### src/rtl/scpg_pkg.sv
// ----------------------------------------------------------------------------
// scpg_pkg - shared types and constants of the pointing gate
// Register indexes, reset values, sequencer steps and the state encoding.
// ----------------------------------------------------------------------------
package scpg_pkg;

    // Configuration register indexes and data width.
    localparam int CFG_IDX_W  = 2;
    localparam int CFG_DATA_W = 12;
    localparam logic [CFG_IDX_W-1:0] CFG_INITIAL_REACH = 2'd0;
    localparam logic [CFG_IDX_W-1:0] CFG_REACH_CEILING = 2'd1;
    localparam logic [CFG_IDX_W-1:0] CFG_START_FRACTION = 2'd2;
    localparam logic [CFG_IDX_W-1:0] CFG_STOP_FRACTION = 2'd3;

    localparam logic [11:0] RST_INITIAL_REACH  = 12'd287;
    localparam logic [11:0] RST_REACH_CEILING  = 12'd532;
    localparam logic [7:0]  RST_START_FRACTION = 8'd192;
    localparam logic [7:0]  RST_STOP_FRACTION  = 8'd141;

    // Squared reach is 24 bits; the squared distance saturates at 2^24.
    localparam int REACH_W = 24;
    localparam int DC_W    = REACH_W + 1;
    localparam logic [DC_W-1:0] D2_CAP = 25'h100_0000;

    // Sequencer steps. The multiplier result of one step is consumed
    // in the next one.
    localparam int STEP_W = 4;
    localparam logic [STEP_W-1:0] STP_IR      = 4'd0;
    localparam logic [STEP_W-1:0] STP_RC      = 4'd1;
    localparam logic [STEP_W-1:0] STP_SF      = 4'd2;
    localparam logic [STEP_W-1:0] STP_STF     = 4'd3;
    localparam logic [STEP_W-1:0] STP_DX      = 4'd4;
    localparam logic [STEP_W-1:0] STP_DY      = 4'd5;
    localparam logic [STEP_W-1:0] STP_DZ      = 4'd6;
    localparam logic [STEP_W-1:0] STP_SUM     = 4'd7;
    localparam logic [STEP_W-1:0] STP_REACH   = 4'd8;
    localparam logic [STEP_W-1:0] STP_THR_ON  = 4'd9;
    localparam logic [STEP_W-1:0] STP_THR_OFF = 4'd10;

    typedef enum logic [2:0] {
        S_IDLE = 3'b001,
        S_MUL  = 3'b010,
        S_DONE = 3'b100
    } t_state;

endpackage

### src/rtl/scpg_in_if.sv
// ----------------------------------------------------------------------------
// scpg_in_if - pose sample channel
// Valid/ready channel carrying one hand's fingertip and palm positions.
// ----------------------------------------------------------------------------
interface scpg_in_if #(
    parameter int POS_BITS = 20
);
    logic                       valid;
    logic                       ready;
    logic                       hand;
    logic                       tracked;
    logic signed [POS_BITS-1:0] tip_x;
    logic signed [POS_BITS-1:0] tip_y;
    logic signed [POS_BITS-1:0] tip_z;
    logic signed [POS_BITS-1:0] palm_x;
    logic signed [POS_BITS-1:0] palm_y;
    logic signed [POS_BITS-1:0] palm_z;

    modport source (
        output valid, hand, tracked, tip_x, tip_y, tip_z, palm_x, palm_y, palm_z,
        input  ready
    );
    modport sink (
        input  valid, hand, tracked, tip_x, tip_y, tip_z, palm_x, palm_y, palm_z,
        output ready
    );
endinterface

### src/rtl/scpg_out_if.sv
// ----------------------------------------------------------------------------
// scpg_out_if - gate result channel
// Valid/ready channel carrying the gate state and pulses of one sample.
// ----------------------------------------------------------------------------
interface scpg_out_if;
    logic valid;
    logic ready;
    logic hand_out;
    logic pointing;
    logic start_pulse;
    logic stop_pulse;
    logic move_request;

    modport source (
        output valid, hand_out, pointing, start_pulse, stop_pulse, move_request,
        input  ready
    );
    modport sink (
        input  valid, hand_out, pointing, start_pulse, stop_pulse, move_request,
        output ready
    );
endinterface

### src/rtl/scpg_mul.sv
// ----------------------------------------------------------------------------
// scpg_mul - shared unsigned multiplier
// One multiply per cycle when enabled, product held in a register.
// ----------------------------------------------------------------------------
module scpg_mul #(
    parameter int MW = 24
) (
    input  logic            i_clk,
    input  logic            i_en,
    input  logic [MW-1:0]   i_a,
    input  logic [MW-1:0]   i_b,
    output logic [2*MW-1:0] o_prod
);
    logic [2*MW-1:0] r_prod;

    always_ff @(posedge i_clk) begin
        if (i_en) begin
            r_prod <= i_a * i_b;
        end
    end

    assign o_prod = r_prod;
endmodule

### src/rtl/self_calibrating_pointing_gate.sv
// ----------------------------------------------------------------------------
// self_calibrating_pointing_gate - per-hand pointing detector
// Squared fingertip-to-palm distance against a self-calibrating squared reach,
// with start and stop thresholds that give the gate hysteresis.
// ----------------------------------------------------------------------------
//
//  Channel  | Dir | Payload                                         | Word
//  ---------+-----+-------------------------------------------------+---------
//  i_in     | in  | hand, tracked, tip_x/y/z, palm_x/y/z            | sample
//  o_out    | out | hand_out, pointing, start/stop_pulse, move_req  | result
//  i_cfg_*  | in  | we, idx, wdata (write only)                     | register
//
// A tracked word runs from its acceptance through eleven sequencer steps on the
// single shared multiplier and the decision state, then returns to the idle
// state in which the next word is taken. An untracked word goes from idle
// straight to the decision state and back to idle.
// Reset is synchronous and active low; it clears both hands' reach and gate.
// A result that is not taken holds the sequencer in its decision cycle; the
// input stays ready while the previous result still waits in o_out.
//
module self_calibrating_pointing_gate #(
    parameter int POS_BITS = 20
) (
    input  logic                          i_clk,
    input  logic                          i_rst_n,
    scpg_in_if.sink                       i_in,
    scpg_out_if.source                    o_out,
    input  logic                          i_cfg_we,
    input  logic [scpg_pkg::CFG_IDX_W-1:0]  i_cfg_idx,
    input  logic [scpg_pkg::CFG_DATA_W-1:0] i_cfg_wdata
);
    import scpg_pkg::*;

    // Absolute coordinate differences fit in POS_BITS+1 bits. The shared
    // multiplier must also take a 24-bit squared reach.
    localparam int DW = POS_BITS + 1;
    localparam int MW = (DW > REACH_W) ? DW : REACH_W;
    localparam int PW = 2 * MW;

    // Configuration registers.
    logic [11:0] r_initial_reach;
    logic [11:0] r_reach_ceiling;
    logic [7:0]  r_start_fraction;
    logic [7:0]  r_stop_fraction;

    // Per-hand state.
    logic [REACH_W-1:0] r_reach_sq [2];
    logic [1:0]         r_gate;

    // Sequencer and working registers.
    t_state             r_state;
    logic [STEP_W-1:0]  r_step;
    logic               r_hand;
    logic               r_trk;
    logic [DW-1:0]      r_dx;
    logic [DW-1:0]      r_dy;
    logic [DW-1:0]      r_dz;
    logic [REACH_W-1:0] r_floor_sq;
    logic [REACH_W-1:0] r_ceil_sq;
    logic [15:0]        r_sf2;
    logic [15:0]        r_stf2;
    logic [DC_W-1:0]    r_dc;
    logic [REACH_W-1:0] r_reach;
    logic               r_start_hit;

    // Output register.
    logic r_out_valid;
    logic r_out_hand;
    logic r_out_pointing;
    logic r_out_start;
    logic r_out_stop;
    logic r_out_move;

    // Multiplier interface.
    logic          mul_en;
    logic [MW-1:0] mul_a;
    logic [MW-1:0] mul_b;
    logic [PW-1:0] mul_prod;

    // Absolute difference of two signed positions.
    function automatic logic [DW-1:0] abs_diff(input logic [POS_BITS-1:0] a,
                                               input logic [POS_BITS-1:0] b);
        logic signed [DW-1:0] d;
        d = $signed({a[POS_BITS-1], a}) - $signed({b[POS_BITS-1], b});
        return d[DW-1] ? DW'(-d) : DW'(d);
    endfunction

    scpg_mul #(.MW(MW)) u_mul (
        .i_clk  (i_clk),
        .i_en   (mul_en),
        .i_a    (mul_a),
        .i_b    (mul_b),
        .o_prod (mul_prod)
    );

    // Operand selection for each step of the sequence.
    always_comb begin
        mul_en = (r_state == S_MUL);
        mul_a  = '0;
        mul_b  = '0;
        unique case (r_step)
            STP_IR: begin
                mul_a = MW'(r_initial_reach);
                mul_b = MW'(r_initial_reach);
            end
            STP_RC: begin
                mul_a = MW'(r_reach_ceiling);
                mul_b = MW'(r_reach_ceiling);
            end
            STP_SF: begin
                mul_a = MW'(r_start_fraction);
                mul_b = MW'(r_start_fraction);
            end
            STP_STF: begin
                mul_a = MW'(r_stop_fraction);
                mul_b = MW'(r_stop_fraction);
            end
            STP_DX: begin
                mul_a = MW'(r_dx);
                mul_b = MW'(r_dx);
            end
            STP_DY: begin
                mul_a = MW'(r_dy);
                mul_b = MW'(r_dy);
            end
            STP_DZ: begin
                mul_a = MW'(r_dz);
                mul_b = MW'(r_dz);
            end
            STP_THR_ON: begin
                mul_a = MW'(r_sf2);
                mul_b = MW'(r_reach);
            end
            STP_THR_OFF: begin
                mul_a = MW'(r_stf2);
                mul_b = MW'(r_reach);
            end
            default: begin
                mul_a = '0;
                mul_b = '0;
            end
        endcase
    end

    // Saturating accumulation of the squared distance.
    logic [PW:0]     acc_sum;
    logic [DC_W-1:0] acc_sat;
    assign acc_sum = (PW + 1)'(r_dc) + (PW + 1)'(mul_prod);
    assign acc_sat = (acc_sum > (PW + 1)'(D2_CAP)) ? D2_CAP : acc_sum[DC_W-1:0];

    // Reach update: raise to the floor, then to the distance, then clamp.
    logic [DC_W-1:0] reach_a;
    logic [DC_W-1:0] reach_b;
    logic [DC_W-1:0] reach_c;
    always_comb begin
        reach_a = DC_W'(r_reach_sq[r_hand]);
        if (reach_a < DC_W'(r_floor_sq)) begin
            reach_a = DC_W'(r_floor_sq);
        end
        reach_b = (r_dc > reach_a) ? r_dc : reach_a;
        reach_c = (reach_b > DC_W'(r_ceil_sq)) ? DC_W'(r_ceil_sq) : reach_b;
    end

    // Distance scaled by 2^16 against fraction^2 times reach.
    logic [PW-1:0] lhs;
    assign lhs = PW'({r_dc, 16'b0});

    logic out_free;
    logic was_on;
    logic stop_hit;
    assign out_free = !r_out_valid || o_out.ready;
    assign was_on   = r_gate[r_hand];
    assign stop_hit = lhs < mul_prod;

    assign i_in.ready = (r_state == S_IDLE);

    // Configuration writes.
    always_ff @(posedge i_clk) begin
        if (!i_rst_n) begin
            r_initial_reach  <= RST_INITIAL_REACH;
            r_reach_ceiling  <= RST_REACH_CEILING;
            r_start_fraction <= RST_START_FRACTION;
            r_stop_fraction  <= RST_STOP_FRACTION;
        end else if (i_cfg_we) begin
            unique case (i_cfg_idx)
                CFG_INITIAL_REACH:  r_initial_reach  <= i_cfg_wdata;
                CFG_REACH_CEILING:  r_reach_ceiling  <= i_cfg_wdata;
                CFG_START_FRACTION: r_start_fraction <= i_cfg_wdata[7:0];
                CFG_STOP_FRACTION:  r_stop_fraction  <= i_cfg_wdata[7:0];
                default: ;
            endcase
        end
    end

    // Sequencer, per-hand state and the output register.
    always_ff @(posedge i_clk) begin
        if (!i_rst_n) begin
            r_state       <= S_IDLE;
            r_step        <= STP_IR;
            r_gate        <= '0;
            r_reach_sq[0] <= '0;
            r_reach_sq[1] <= '0;
            r_out_valid   <= 1'b0;
        end else begin
            // A new result takes priority over draining the old one.
            if (r_state == S_DONE && out_free) begin
                r_out_valid <= 1'b1;
            end else if (o_out.ready) begin
                r_out_valid <= 1'b0;
            end
            unique case (r_state)
                S_IDLE: begin
                    if (i_in.valid) begin
                        r_step  <= STP_IR;
                        r_state <= i_in.tracked ? S_MUL : S_DONE;
                    end
                end
                S_MUL: begin
                    r_step <= r_step + 1'b1;
                    if (r_step == STP_THR_OFF) begin
                        r_state <= S_DONE;
                    end
                end
                S_DONE: begin
                    if (out_free) begin
                        r_state     <= S_IDLE;
                        if (r_trk) begin
                            r_reach_sq[r_hand] <= r_reach;
                            if (!was_on && r_start_hit) begin
                                r_gate[r_hand] <= 1'b1;
                            end else if (was_on && stop_hit) begin
                                r_gate[r_hand] <= 1'b0;
                            end
                        end
                    end
                end
                default: r_state <= S_IDLE;
            endcase
        end
    end

    // Working data path; no reset needed.
    always_ff @(posedge i_clk) begin
        if (r_state == S_IDLE && i_in.valid) begin
            r_hand <= i_in.hand;
            r_trk  <= i_in.tracked;
            r_dx   <= abs_diff(i_in.tip_x, i_in.palm_x);
            r_dy   <= abs_diff(i_in.tip_y, i_in.palm_y);
            r_dz   <= abs_diff(i_in.tip_z, i_in.palm_z);
            r_dc   <= '0;
        end
        if (r_state == S_MUL) begin
            case (r_step)
                STP_RC:      r_floor_sq  <= mul_prod[REACH_W-1:0];
                STP_SF:      r_ceil_sq   <= mul_prod[REACH_W-1:0];
                STP_STF:     r_sf2       <= mul_prod[15:0];
                STP_DX:      r_stf2      <= mul_prod[15:0];
                STP_DY,
                STP_DZ,
                STP_SUM:     r_dc        <= acc_sat;
                STP_REACH:   r_reach     <= reach_c[REACH_W-1:0];
                STP_THR_OFF: r_start_hit <= lhs > mul_prod;
                default: ;
            endcase
        end
        if (r_state == S_DONE && out_free) begin
            r_out_hand <= r_hand;
            if (r_trk && !was_on && r_start_hit) begin
                r_out_pointing <= 1'b1;
                r_out_start    <= 1'b1;
                r_out_stop     <= 1'b0;
                r_out_move     <= 1'b1;
            end else if (r_trk && was_on && stop_hit) begin
                r_out_pointing <= 1'b0;
                r_out_start    <= 1'b0;
                r_out_stop     <= 1'b1;
                r_out_move     <= 1'b0;
            end else begin
                r_out_pointing <= was_on;
                r_out_start    <= 1'b0;
                r_out_stop     <= 1'b0;
                r_out_move     <= r_trk && was_on;
            end
        end
    end

    assign o_out.valid        = r_out_valid;
    assign o_out.hand_out     = r_out_hand;
    assign o_out.pointing     = r_out_pointing;
    assign o_out.start_pulse  = r_out_start;
    assign o_out.stop_pulse   = r_out_stop;
    assign o_out.move_request = r_out_move;

    // The step counter never runs past the last threshold step.
    a_step_range: assert property (@(posedge i_clk) disable iff (!i_rst_n)
        (r_state == S_MUL) |-> (r_step <= STP_THR_OFF))
        else $error("sequencer step out of range");

    // A result never reports both an edge on and an edge off.
    a_one_pulse: assert property (@(posedge i_clk) disable iff (!i_rst_n)
        o_out.valid |-> !(o_out.start_pulse && o_out.stop_pulse))
        else $error("start and stop pulse together");

    // A move request is only issued while the gate is on.
    a_move_on: assert property (@(posedge i_clk) disable iff (!i_rst_n)
        o_out.valid |-> (!o_out.move_request || o_out.pointing))
        else $error("move request without pointing");

    // Finishing a word always presents a result in the next cycle.
    a_done_out: assert property (@(posedge i_clk) disable iff (!i_rst_n)
        (r_state == S_DONE && out_free) |=> (o_out.valid && r_state == S_IDLE))
        else $error("finished word did not reach the output");

endmodule

### src/flat_wrapper.sv
// flat-port wrapper written by rule: the top's interface ports become plain ports
module self_calibrating_pointing_gate_flat import scpg_pkg::*;
#(
    parameter int POS_BITS = 20
)
  (i_clk, i_rst_n, i_cfg_we, i_cfg_idx, i_cfg_wdata, i_in_valid, i_in_hand, i_in_tracked, i_in_tip_x, i_in_tip_y, i_in_tip_z, i_in_palm_x, i_in_palm_y, i_in_palm_z, i_in_ready, o_out_valid, o_out_hand_out, o_out_pointing, o_out_start_pulse, o_out_stop_pulse, o_out_move_request, o_out_ready);
  scpg_in_if #(.POS_BITS(POS_BITS)) i_in_i ();
  scpg_out_if o_out_i ();
  input  logic i_clk;
  input  logic i_rst_n;
  input  logic i_cfg_we;
  input  logic [scpg_pkg::CFG_IDX_W-1:0] i_cfg_idx;
  input  logic [scpg_pkg::CFG_DATA_W-1:0] i_cfg_wdata;
  input wire logic [$bits(i_in_i.valid)-1:0] i_in_valid;
  input wire logic [$bits(i_in_i.hand)-1:0] i_in_hand;
  input wire logic [$bits(i_in_i.tracked)-1:0] i_in_tracked;
  input wire logic [$bits(i_in_i.tip_x)-1:0] i_in_tip_x;
  input wire logic [$bits(i_in_i.tip_y)-1:0] i_in_tip_y;
  input wire logic [$bits(i_in_i.tip_z)-1:0] i_in_tip_z;
  input wire logic [$bits(i_in_i.palm_x)-1:0] i_in_palm_x;
  input wire logic [$bits(i_in_i.palm_y)-1:0] i_in_palm_y;
  input wire logic [$bits(i_in_i.palm_z)-1:0] i_in_palm_z;
  output wire logic [$bits(i_in_i.ready)-1:0] i_in_ready;
  output wire logic [$bits(o_out_i.valid)-1:0] o_out_valid;
  output wire logic [$bits(o_out_i.hand_out)-1:0] o_out_hand_out;
  output wire logic [$bits(o_out_i.pointing)-1:0] o_out_pointing;
  output wire logic [$bits(o_out_i.start_pulse)-1:0] o_out_start_pulse;
  output wire logic [$bits(o_out_i.stop_pulse)-1:0] o_out_stop_pulse;
  output wire logic [$bits(o_out_i.move_request)-1:0] o_out_move_request;
  input wire logic [$bits(o_out_i.ready)-1:0] o_out_ready;
  assign i_in_i.valid = i_in_valid;
  assign i_in_i.hand = i_in_hand;
  assign i_in_i.tracked = i_in_tracked;
  assign i_in_i.tip_x = i_in_tip_x;
  assign i_in_i.tip_y = i_in_tip_y;
  assign i_in_i.tip_z = i_in_tip_z;
  assign i_in_i.palm_x = i_in_palm_x;
  assign i_in_i.palm_y = i_in_palm_y;
  assign i_in_i.palm_z = i_in_palm_z;
  assign i_in_ready = i_in_i.ready;
  assign o_out_valid = o_out_i.valid;
  assign o_out_hand_out = o_out_i.hand_out;
  assign o_out_pointing = o_out_i.pointing;
  assign o_out_start_pulse = o_out_i.start_pulse;
  assign o_out_stop_pulse = o_out_i.stop_pulse;
  assign o_out_move_request = o_out_i.move_request;
  assign o_out_i.ready = o_out_ready;
  self_calibrating_pointing_gate #(.POS_BITS(POS_BITS)) u_core (.i_clk(i_clk), .i_rst_n(i_rst_n), .i_in(i_in_i), .o_out(o_out_i), .i_cfg_we(i_cfg_we), .i_cfg_idx(i_cfg_idx), .i_cfg_wdata(i_cfg_wdata));
endmodule
### config.mk
export PLATFORM = sky130hd
export DESIGN_NAME = self_calibrating_pointing_gate_flat
export DESIGN_NICKNAME = d
export VERILOG_FILES = /design/src/rtl/scpg_pkg.sv /design/src/rtl/scpg_in_if.sv /design/src/rtl/scpg_out_if.sv /design/src/rtl/scpg_mul.sv /design/src/rtl/self_calibrating_pointing_gate.sv /design/src/flat_wrapper.sv
export SDC_FILE = /design/constraint.sdc
export NUM_CORES = 2
export LEC_CHECK = 0
export BUFFER_PORTS_ARGS = -buffer_cell sky130_fd_sc_hd__buf_2
export CAP_MARGIN = 10
export CELL_PAD_IN_SITES_DETAIL_PLACEMENT = 1
export CELL_PAD_IN_SITES_GLOBAL_PLACEMENT = 2
export CORE_UTILIZATION = 37
export DETAILED_ROUTE_END_ITERATION = 6
export PLACE_DENSITY_LB_ADDON = 0.3
export SYNTH_ARGS = -nofsm -noshare
export SYNTH_HDL_FRONTEND = slang
export SYNTH_SLANG_ARGS = --single-unit
### constraint.sdc
create_clock -name i_clk -period 8.9 [get_ports i_clk]
set_input_delay 1.78 -clock i_clk [delete_from_list [all_inputs] [get_ports i_clk]]
set_output_delay 1.78 -clock i_clk [all_outputs]
set_load 0.005 [all_outputs]
* Word-level counts from Yosys, hierarchy flattened *
Memories as Yosys holds them, arrays and structs flattened. A register that Yosys moved wholly into a read port is not among the register bits.
Index checks and enable logic that the tools add are counted.

word-level totals
  register bits after elaboration = 298
  bits in writable memories = 48
  input bits = 141
  output and inout bits = 7
  logic and storage cells = 143
  memories kept = 1

operators by class
  add/sub/neg operators = 8
  $mul = 1
  order comparisons = 8
  equal/unequal tests = 19
  multiplexer cells = 41
  bitwise logic cells = 3
  reduce and logical (&&, ||, !) cells = 33

memory list
  name               words  width  read ports  clocked after memory_dff  write ports  RTL line                              text
  u_core.r_reach_sq  2      24     1           1                         2            self_calibrating_pointing_gate.sv:47  logic [REACH_W-1:0] r_reach_sq [2];

operators with widths
  kind                  count
  $pmux 24 s8           1
  $pmux 21 s9           1
  $mux 25               5
  $mux 24               3
  $neg 21->21           3
  $sub 20x20->21        3
  $mux 20               3
  $gt 25x24->1          2
  $add 25x48->49        1
  $gt 49x25->1 const B  1
  $gt 41x48->1          1
  $lt 41x48->1          1
  $mul 21x24->45        1
  $lt 24x24->1          1
  $reduce_or 24->1      1
  $reduce_and 2->1      11
  $mux 1                18
  $eq 4x3->1 const B    4
  $eq 4x4->1 const B    3
  $mux 3                4
  $logic_and 1x1->1     9
  $pmux 3 s3            1
  $eq 4x2->1 const B    2
  $pmux 4 s2            1
  other kinds (26)      32

* Depth between registers and ports, before layout *
  word-level depth = 8
  mapped depth = 38
  gate-level depth less buffers = 33

* Hierarchy *
A second synthesis with hierarchy kept.

unflattened totals
  cells, all modules = 4504
  area, all modules = 41737.5 µm²

modules (own cells, without submodules)
  module                          instances  cells an instance  area each (µm²)  sequential area each (µm²)
  self_calibrating_pointing_gate  1          2269               21159.0          8217.9
  scpg_mul                        1          2235               20578.5          1441.4

* Worst setup path after synthesis *
No wires, ideal clock.

  path type = register to register
  from = register u_core.r_step[3]
  to = register u_core.u_mul.r_prod[42] (netlist: u_core.u_mul.o_prod[42]), data pin
  library setup time = 0.262 ns
  arrival time = 8.424 ns
  required time = 8.638 ns
  setup slack = 0.214 ns
  stages on the path, launching flop included = 36
  buffers on the path = 4
  period minus slack after synthesis = 8.686 ns
  cell sequence = dfxtp_1 nor2b_1 and2_1 clkbuf_1 nand2b_1 clkbuf_1 clkbuf_1 nand2_1 a21oi_1 clkbuf_1 nand2_1 fa_1 inv_1 fa_1 inv_1 fa_1 inv_1 fa_1 inv_1 fa_1 inv_1 fa_1 inv_1 fa_1 inv_1 ha_1 a2111oi_0 o21ai_0 a32oi_1 and4b_1 o31ai_1 a31oi_1 o21ai_0 nand3_1 a21oi_1 xor2_1

on the way
  longest elaborated chain between the ends = 4
  elaborated cells on any way between the ends = 13
  those cells by class = 1 x mul; 8 x eq/ne; 2 x mux; 2 x reduce/logical

RTL lines
  item                              RTL line                               text
  start: declaration                self_calibrating_pointing_gate.sv:52   logic [STEP_W-1:0] r_step;
  start signal: assignment          self_calibrating_pointing_gate.sv:219  r_step <= r_step + 1'b1;
  $eq 4x4->1                        self_calibrating_pointing_gate.sv:101  unique case (r_step)
  $reduce_or 2->1 (no source line)  -
  $pmux 24 s8                       self_calibrating_pointing_gate.sv:101
  $mul 21x24->45 *                  scpg_mul.sv:18                         r_prod <= i_a * i_b;
  end signal: assignment            scpg_mul.sv:18
  end: declaration                  scpg_mul.sv:14                         logic [2*MW-1:0] r_prod;

Mark *: on every way between the ends. The rest lies on a longest branch, timed or not.
A chain may end at the register's enable or synchronous reset.

* Worst setup path in the final report *
  from = register u_core.r_step[0]
  to = register u_core.u_mul.r_prod[41] (netlist: u_core.u_mul.o_prod[41]), data pin

Same word-level chain as after synthesis.

==> summary.txt <==
STATUS
-----------------------------------------------------------------------------------------
Outcome                                                                      finished clean

GLOBAL ROUTE
-----------------------------------------------------------------------------------------
Vias in the first global route                                                     34,400
GRT Util Overall                                                                    26.4%
Antenna violations before repair                                                       10
Grt ovf                                                                                 0
Maximum number of pins on one net before global-route repair                           64
Wire length of the first global-routing pass                                   212,000 um

SETUP PATH
-----------------------------------------------------------------------------------------
Largest delay share family, worst path                                        adder cells
Critical Path Start Type                                                         register
Worst-path fanout max                                                                   5
Data required time of the worst path                                              9230 ps
Number of buffers and inverters on the critical path                                   14
Cell occurring most often along the worst timing path                        sky130_fd_sc_hd__inv_1
Critical path class                                                          register to register
Critical Path End Type                                                           register
Delay of the slowest critical-path stage                                           530 ps
FF-to-FF path depth                                                                    37
Worst path arrival time                                                           8920 ps
Worst path depth                                                                       37
Slowest-stage cell, CP                                                       sky130_fd_sc_hd__fa_1

STA
-----------------------------------------------------------------------------------------
Remaining max-slew budget at the tightest pin                                       24.1%
Setup TNS after final layout                                                         0 ps
Post-route clock period utilization                                                 96.6%
Final clock skew                                                                  38.5 ps
Hold violation count in the final report                                                0
Worst Hold Slack                                                                   467 ps
Setup-violating endpoint count in the final report                                      0
Shortest period the worst path allows                                             8590 ps
Final Slew Violations                                                                   0
F_max                                                                           0.116 GHz
Worst Max-Slew Pin Slew                                                           1130 ps

CLOCK TREE
-----------------------------------------------------------------------------------------
CTS Root Buffer Type                                                         sky130_fd_sc_hd__clkbuf_16
# H-tree levels                                                                         2
Clock latency reported for the late side of the worst-skew pair                    610 ps
TritonCTS clock tree                                                                built
Clock-pin slew on the worst setup and hold paths                                    60 ps
Maximum buffer depth of the clock tree                                                  3
Clk sink count                                                                        344
Number of buffers created by CTS                                                       42

FINAL LAYOUT
-----------------------------------------------------------------------------------------
Area Growth Syn to Fin                                                              16.2%
Final cell count without fillers                                                    6,034
Final design utilization                                                            43.5%
Final-layout fill cell count                                                       12,100
# nets final                                                                        5,519
Proportion of layout cells with a drive suffix above 1                              15.3%
Area of all placed cells without fillers                                       45,100 um2

RUN
-----------------------------------------------------------------------------------------
Max Cap Violations                                                                      0

PLACE
-----------------------------------------------------------------------------------------
Inst Count DP                                                                       5,947
Sum of net half-perimeters after detailed placement                            117,000 um
Count of buffers inserted at the top-level ports                                      147
Total cell area at the placement stage                                         43,200 um2
Final weighted congestion in routability-driven placement                           0.919

DRT
-----------------------------------------------------------------------------------------
Drt drc                                                                                 0
Routed Antenna Nets                                                                     0
Avg WL per Cell                                                                   23.2 um
Final wirelength                                                               140,000 um
Violation count after the first detailed-route iteration                            2,159
Via-to-Cell Ratio                                                                    5.38
DR vias                                                                            32,500
Total iterations of the first detailed-routing run                                      5

YOSYS
-----------------------------------------------------------------------------------------
Cell variety after synth                                                               94
Sequential cell area fraction in the yosys report                                   24.7%
Synth area leaders                                                           sky130_fd_sc_hd__fa_1 (22%), sky130_fd_sc_hd__edfxtp_1 (21%), sky130_fd_sc_hd__ha_1 (11%)
Warnings from Yosys                                                                     0
Most common library cells after synthesis                                    sky130_fd_sc_hd__inv_1 (660), sky130_fd_sc_hd__nand2_1 (568), sky130_fd_sc_hd__fa_1 (419), sky130_fd_sc_hd__ha_1 (344), sky130_fd_sc_hd__nor2_1 (296)
Proportion of register bits with asynchronous set or reset after synthesis             0%
Most used flip-flop cell after synthesis                                     sky130_fd_sc_hd__edfxtp_1
Total of flip-flops plus latches after synthesis                                      344
Largest area contributor in the netlist                                      sky130_fd_sc_hd__fa_1
Gate Count Post-Synth                                                               4,264
Top-area cell type share of the netlist area                                        21.6%
Number of enable flip-flop cells after synthesis                                      268
Post-synthesis instance area                                                   38,800 um2
Most instantiated library cell after synthesis                               sky130_fd_sc_hd__inv_1
Mean instance size in the synthesized netlist                                    9.09 um2

FLOORPLAN
-----------------------------------------------------------------------------------------
Ports                                                                                 148
Die X-Extent                                                                       326 um
Starting Density                                                                    37.4%
Area of the core region                                                       104,000 um2
Die footprint                                                                 106,000 um2
Height of the chip                                                                 326 um
Count of standard-cell rows                                                           118

MIN PATH
-----------------------------------------------------------------------------------------
Path class of the lowest-slack min-delay path                                register to register
Number of cells traversed by the worst hold path                                        2

PWR
-----------------------------------------------------------------------------------------
Power per unit of standard cell area                                           153 nW/um2
VDD IR-drop max                                                                  0.322 mV
Leakage power figure                                                              20.8 nW

sequential cells by signal, indices dropped and copies added, names as in the netlist, 3 cells and up, named ones only:
name / flops
u_core.r_reach: 24
u_core.r_dz: 21
u_core.r_stf2: 16
u_core.r_sf2: 16
u_core.r_stop_fraction: 8
u_core.r_state: 3
u_core.r_floor_sq: 24
u_core.r_step: 4
u_core.r_dy: 21
u_core.r_ceil_sq: 24
u_core.u_mul.o_prod: 45
u_core.r_dc: 25
u_core.r_reach_sq: 48
u_core.r_reach_ceiling: 12
u_core.r_dx: 21
u_core.r_initial_reach: 12
u_core.r_start_fraction: 8
worst min-delay path, delay by kind of cell (launching register included):
family / cells / cell delay [ps]
DFF: 1 / 310
AOI/OAI and AO/OA: 1 / 60
and+or+nand+nor: 1 / 50
cell usage in the layout (no fill, tap or decap), types with 15 or more instances in the layout:
master                      Yosys  routed
sky130_fd_sc_hd__o211ai_1      30      30
sky130_fd_sc_hd__o21ai_0      105     100
sky130_fd_sc_hd__xnor2_1      113     113
sky130_fd_sc_hd__clkbuf_16      0      43
sky130_fd_sc_hd__ha_1         344     339
sky130_fd_sc_hd__nor2b_1       36      34
sky130_fd_sc_hd__a31oi_1       34      31
sky130_fd_sc_hd__fa_1         419     418
sky130_fd_sc_hd__a21boi_0      32      32
sky130_fd_sc_hd__conb_1         2      15
sky130_fd_sc_hd__nand3_1       77      75
sky130_fd_sc_hd__nor3_1        83      79
sky130_fd_sc_hd__edfxtp_1     268     268
sky130_fd_sc_hd__a21oi_1      198     185
sky130_fd_sc_hd__nand2b_1      16      15
sky130_fd_sc_hd__a22oi_1       34      34
sky130_fd_sc_hd__buf_12         0      20
sky130_fd_sc_hd__dfxtp_1       76      74
sky130_fd_sc_hd__o31ai_1       54      50
sky130_fd_sc_hd__mux2_2        51      51
sky130_fd_sc_hd__a21o_1        88      87
sky130_fd_sc_hd__o21ai_1       18      21
sky130_fd_sc_hd__nor2_1       296     292
sky130_fd_sc_hd__o21bai_1      18      18
sky130_fd_sc_hd__buf_2          8     147
sky130_fd_sc_hd__buf_4          0     285
sky130_fd_sc_hd__nand2_1      568     564
sky130_fd_sc_hd__a211oi_1      16      16
sky130_fd_sc_hd__xor2_1        49      49
sky130_fd_sc_hd__inv_1        660     658
sky130_fd_sc_hd__and3_1        32      28
sky130_fd_sc_hd__o21a_1        26      26
sky130_fd_sc_hd__and2_1        96      92
sky130_fd_sc_hd__or2_2         38      38
sky130_fd_sc_hd__nand4_1       32      32
what timing repair did:
action	4_1_cts	5_1_grt
hold endpoints to repair	0	0
hold buffers	0	0
cloned	0	0
endpoints found under the setup margin	9	17
pin swaps	1	19
setup buffers	0	4
resized for setup	14	62
per-stage QoR:
| stage | worst slack (ps) | power, W |
|---|---|---|
| 6_report | 306 | 0.00689 |
| 5_1_grt | -57.5 | 0.00738 |
| 4_1_cts | 4.19 | 0.00693 |
| 3_5_place_dp | -253 | 0.00509 |
| 3_3_place_gp | -121 | 0.00505 |
| 2_1_floorplan | 214 | 0.00400 |
layout make-up:
type | instances | area, um2 | area share [%]
tap | 1380 | 1730 | 3.83
inverter | 660 | 2480 | 5.50
sequential | 344 | 9570 | 21.2
clock buffer | 51 | 1160 | 2.57
multi-input combinational | 3112 | 26500 | 58.8
clock inverter | 27 | 302 | 0.669
timing repair buffer | 455 | 3310 | 7.35
antenna | 5 | 12.5 | 0.0278
layer usage:
| metal | track usage, % | part of all wire, % | vias up |
|---|---|---|---|
| li1 | - | - | 15000 |
| met1 | 33.9 | 42 | 16500 |
| met2 | 45.9 | 49 | 836 |
| met3 | 3.01 | 5.1 | 187 |
| met4 | 8.90 | 3.5 | 2 |
| met5 | 0 | 0.0057 | - |
cells by family after synthesis:
| family | count (synthesis) | synth area share [%] |
|---|---|---|
| other | 2 | 0.0194 |
| xor gates and xnor gates | 163 | 3.70 |
| DFF | 344 | 24.7 |
| muxes | 58 | 1.66 |
| buffers and inverters | 821 | 7.97 |
| adders and majority gates | 763 | 32.7 |
| AOI/OAI and AO/OA | 757 | 13.0 |
| and+or+nand+nor | 1356 | 16.2 |
path summary, 6_finish.rpt:
kind,from,end,slack (ps)
max,u_core.r_step[0],u_core.u_mul.o_prod[41],310
min,u_core.r_initial_reach[6],u_core.r_initial_reach[6],470
max reg2reg,u_core.r_step[0],u_core.u_mul.o_prod[41],310
min reg2reg,u_core.r_initial_reach[6],u_core.r_initial_reach[6],470
report_power, final:
group	switching (W)	internal [W]
Clock	0.000760	0.00106
Combinational	0.00170	0.00135
Sequential	0.0000826	0.00195
Total	0.00254	0.00435
Note: power is estimated with default switching activity, not from simulation.
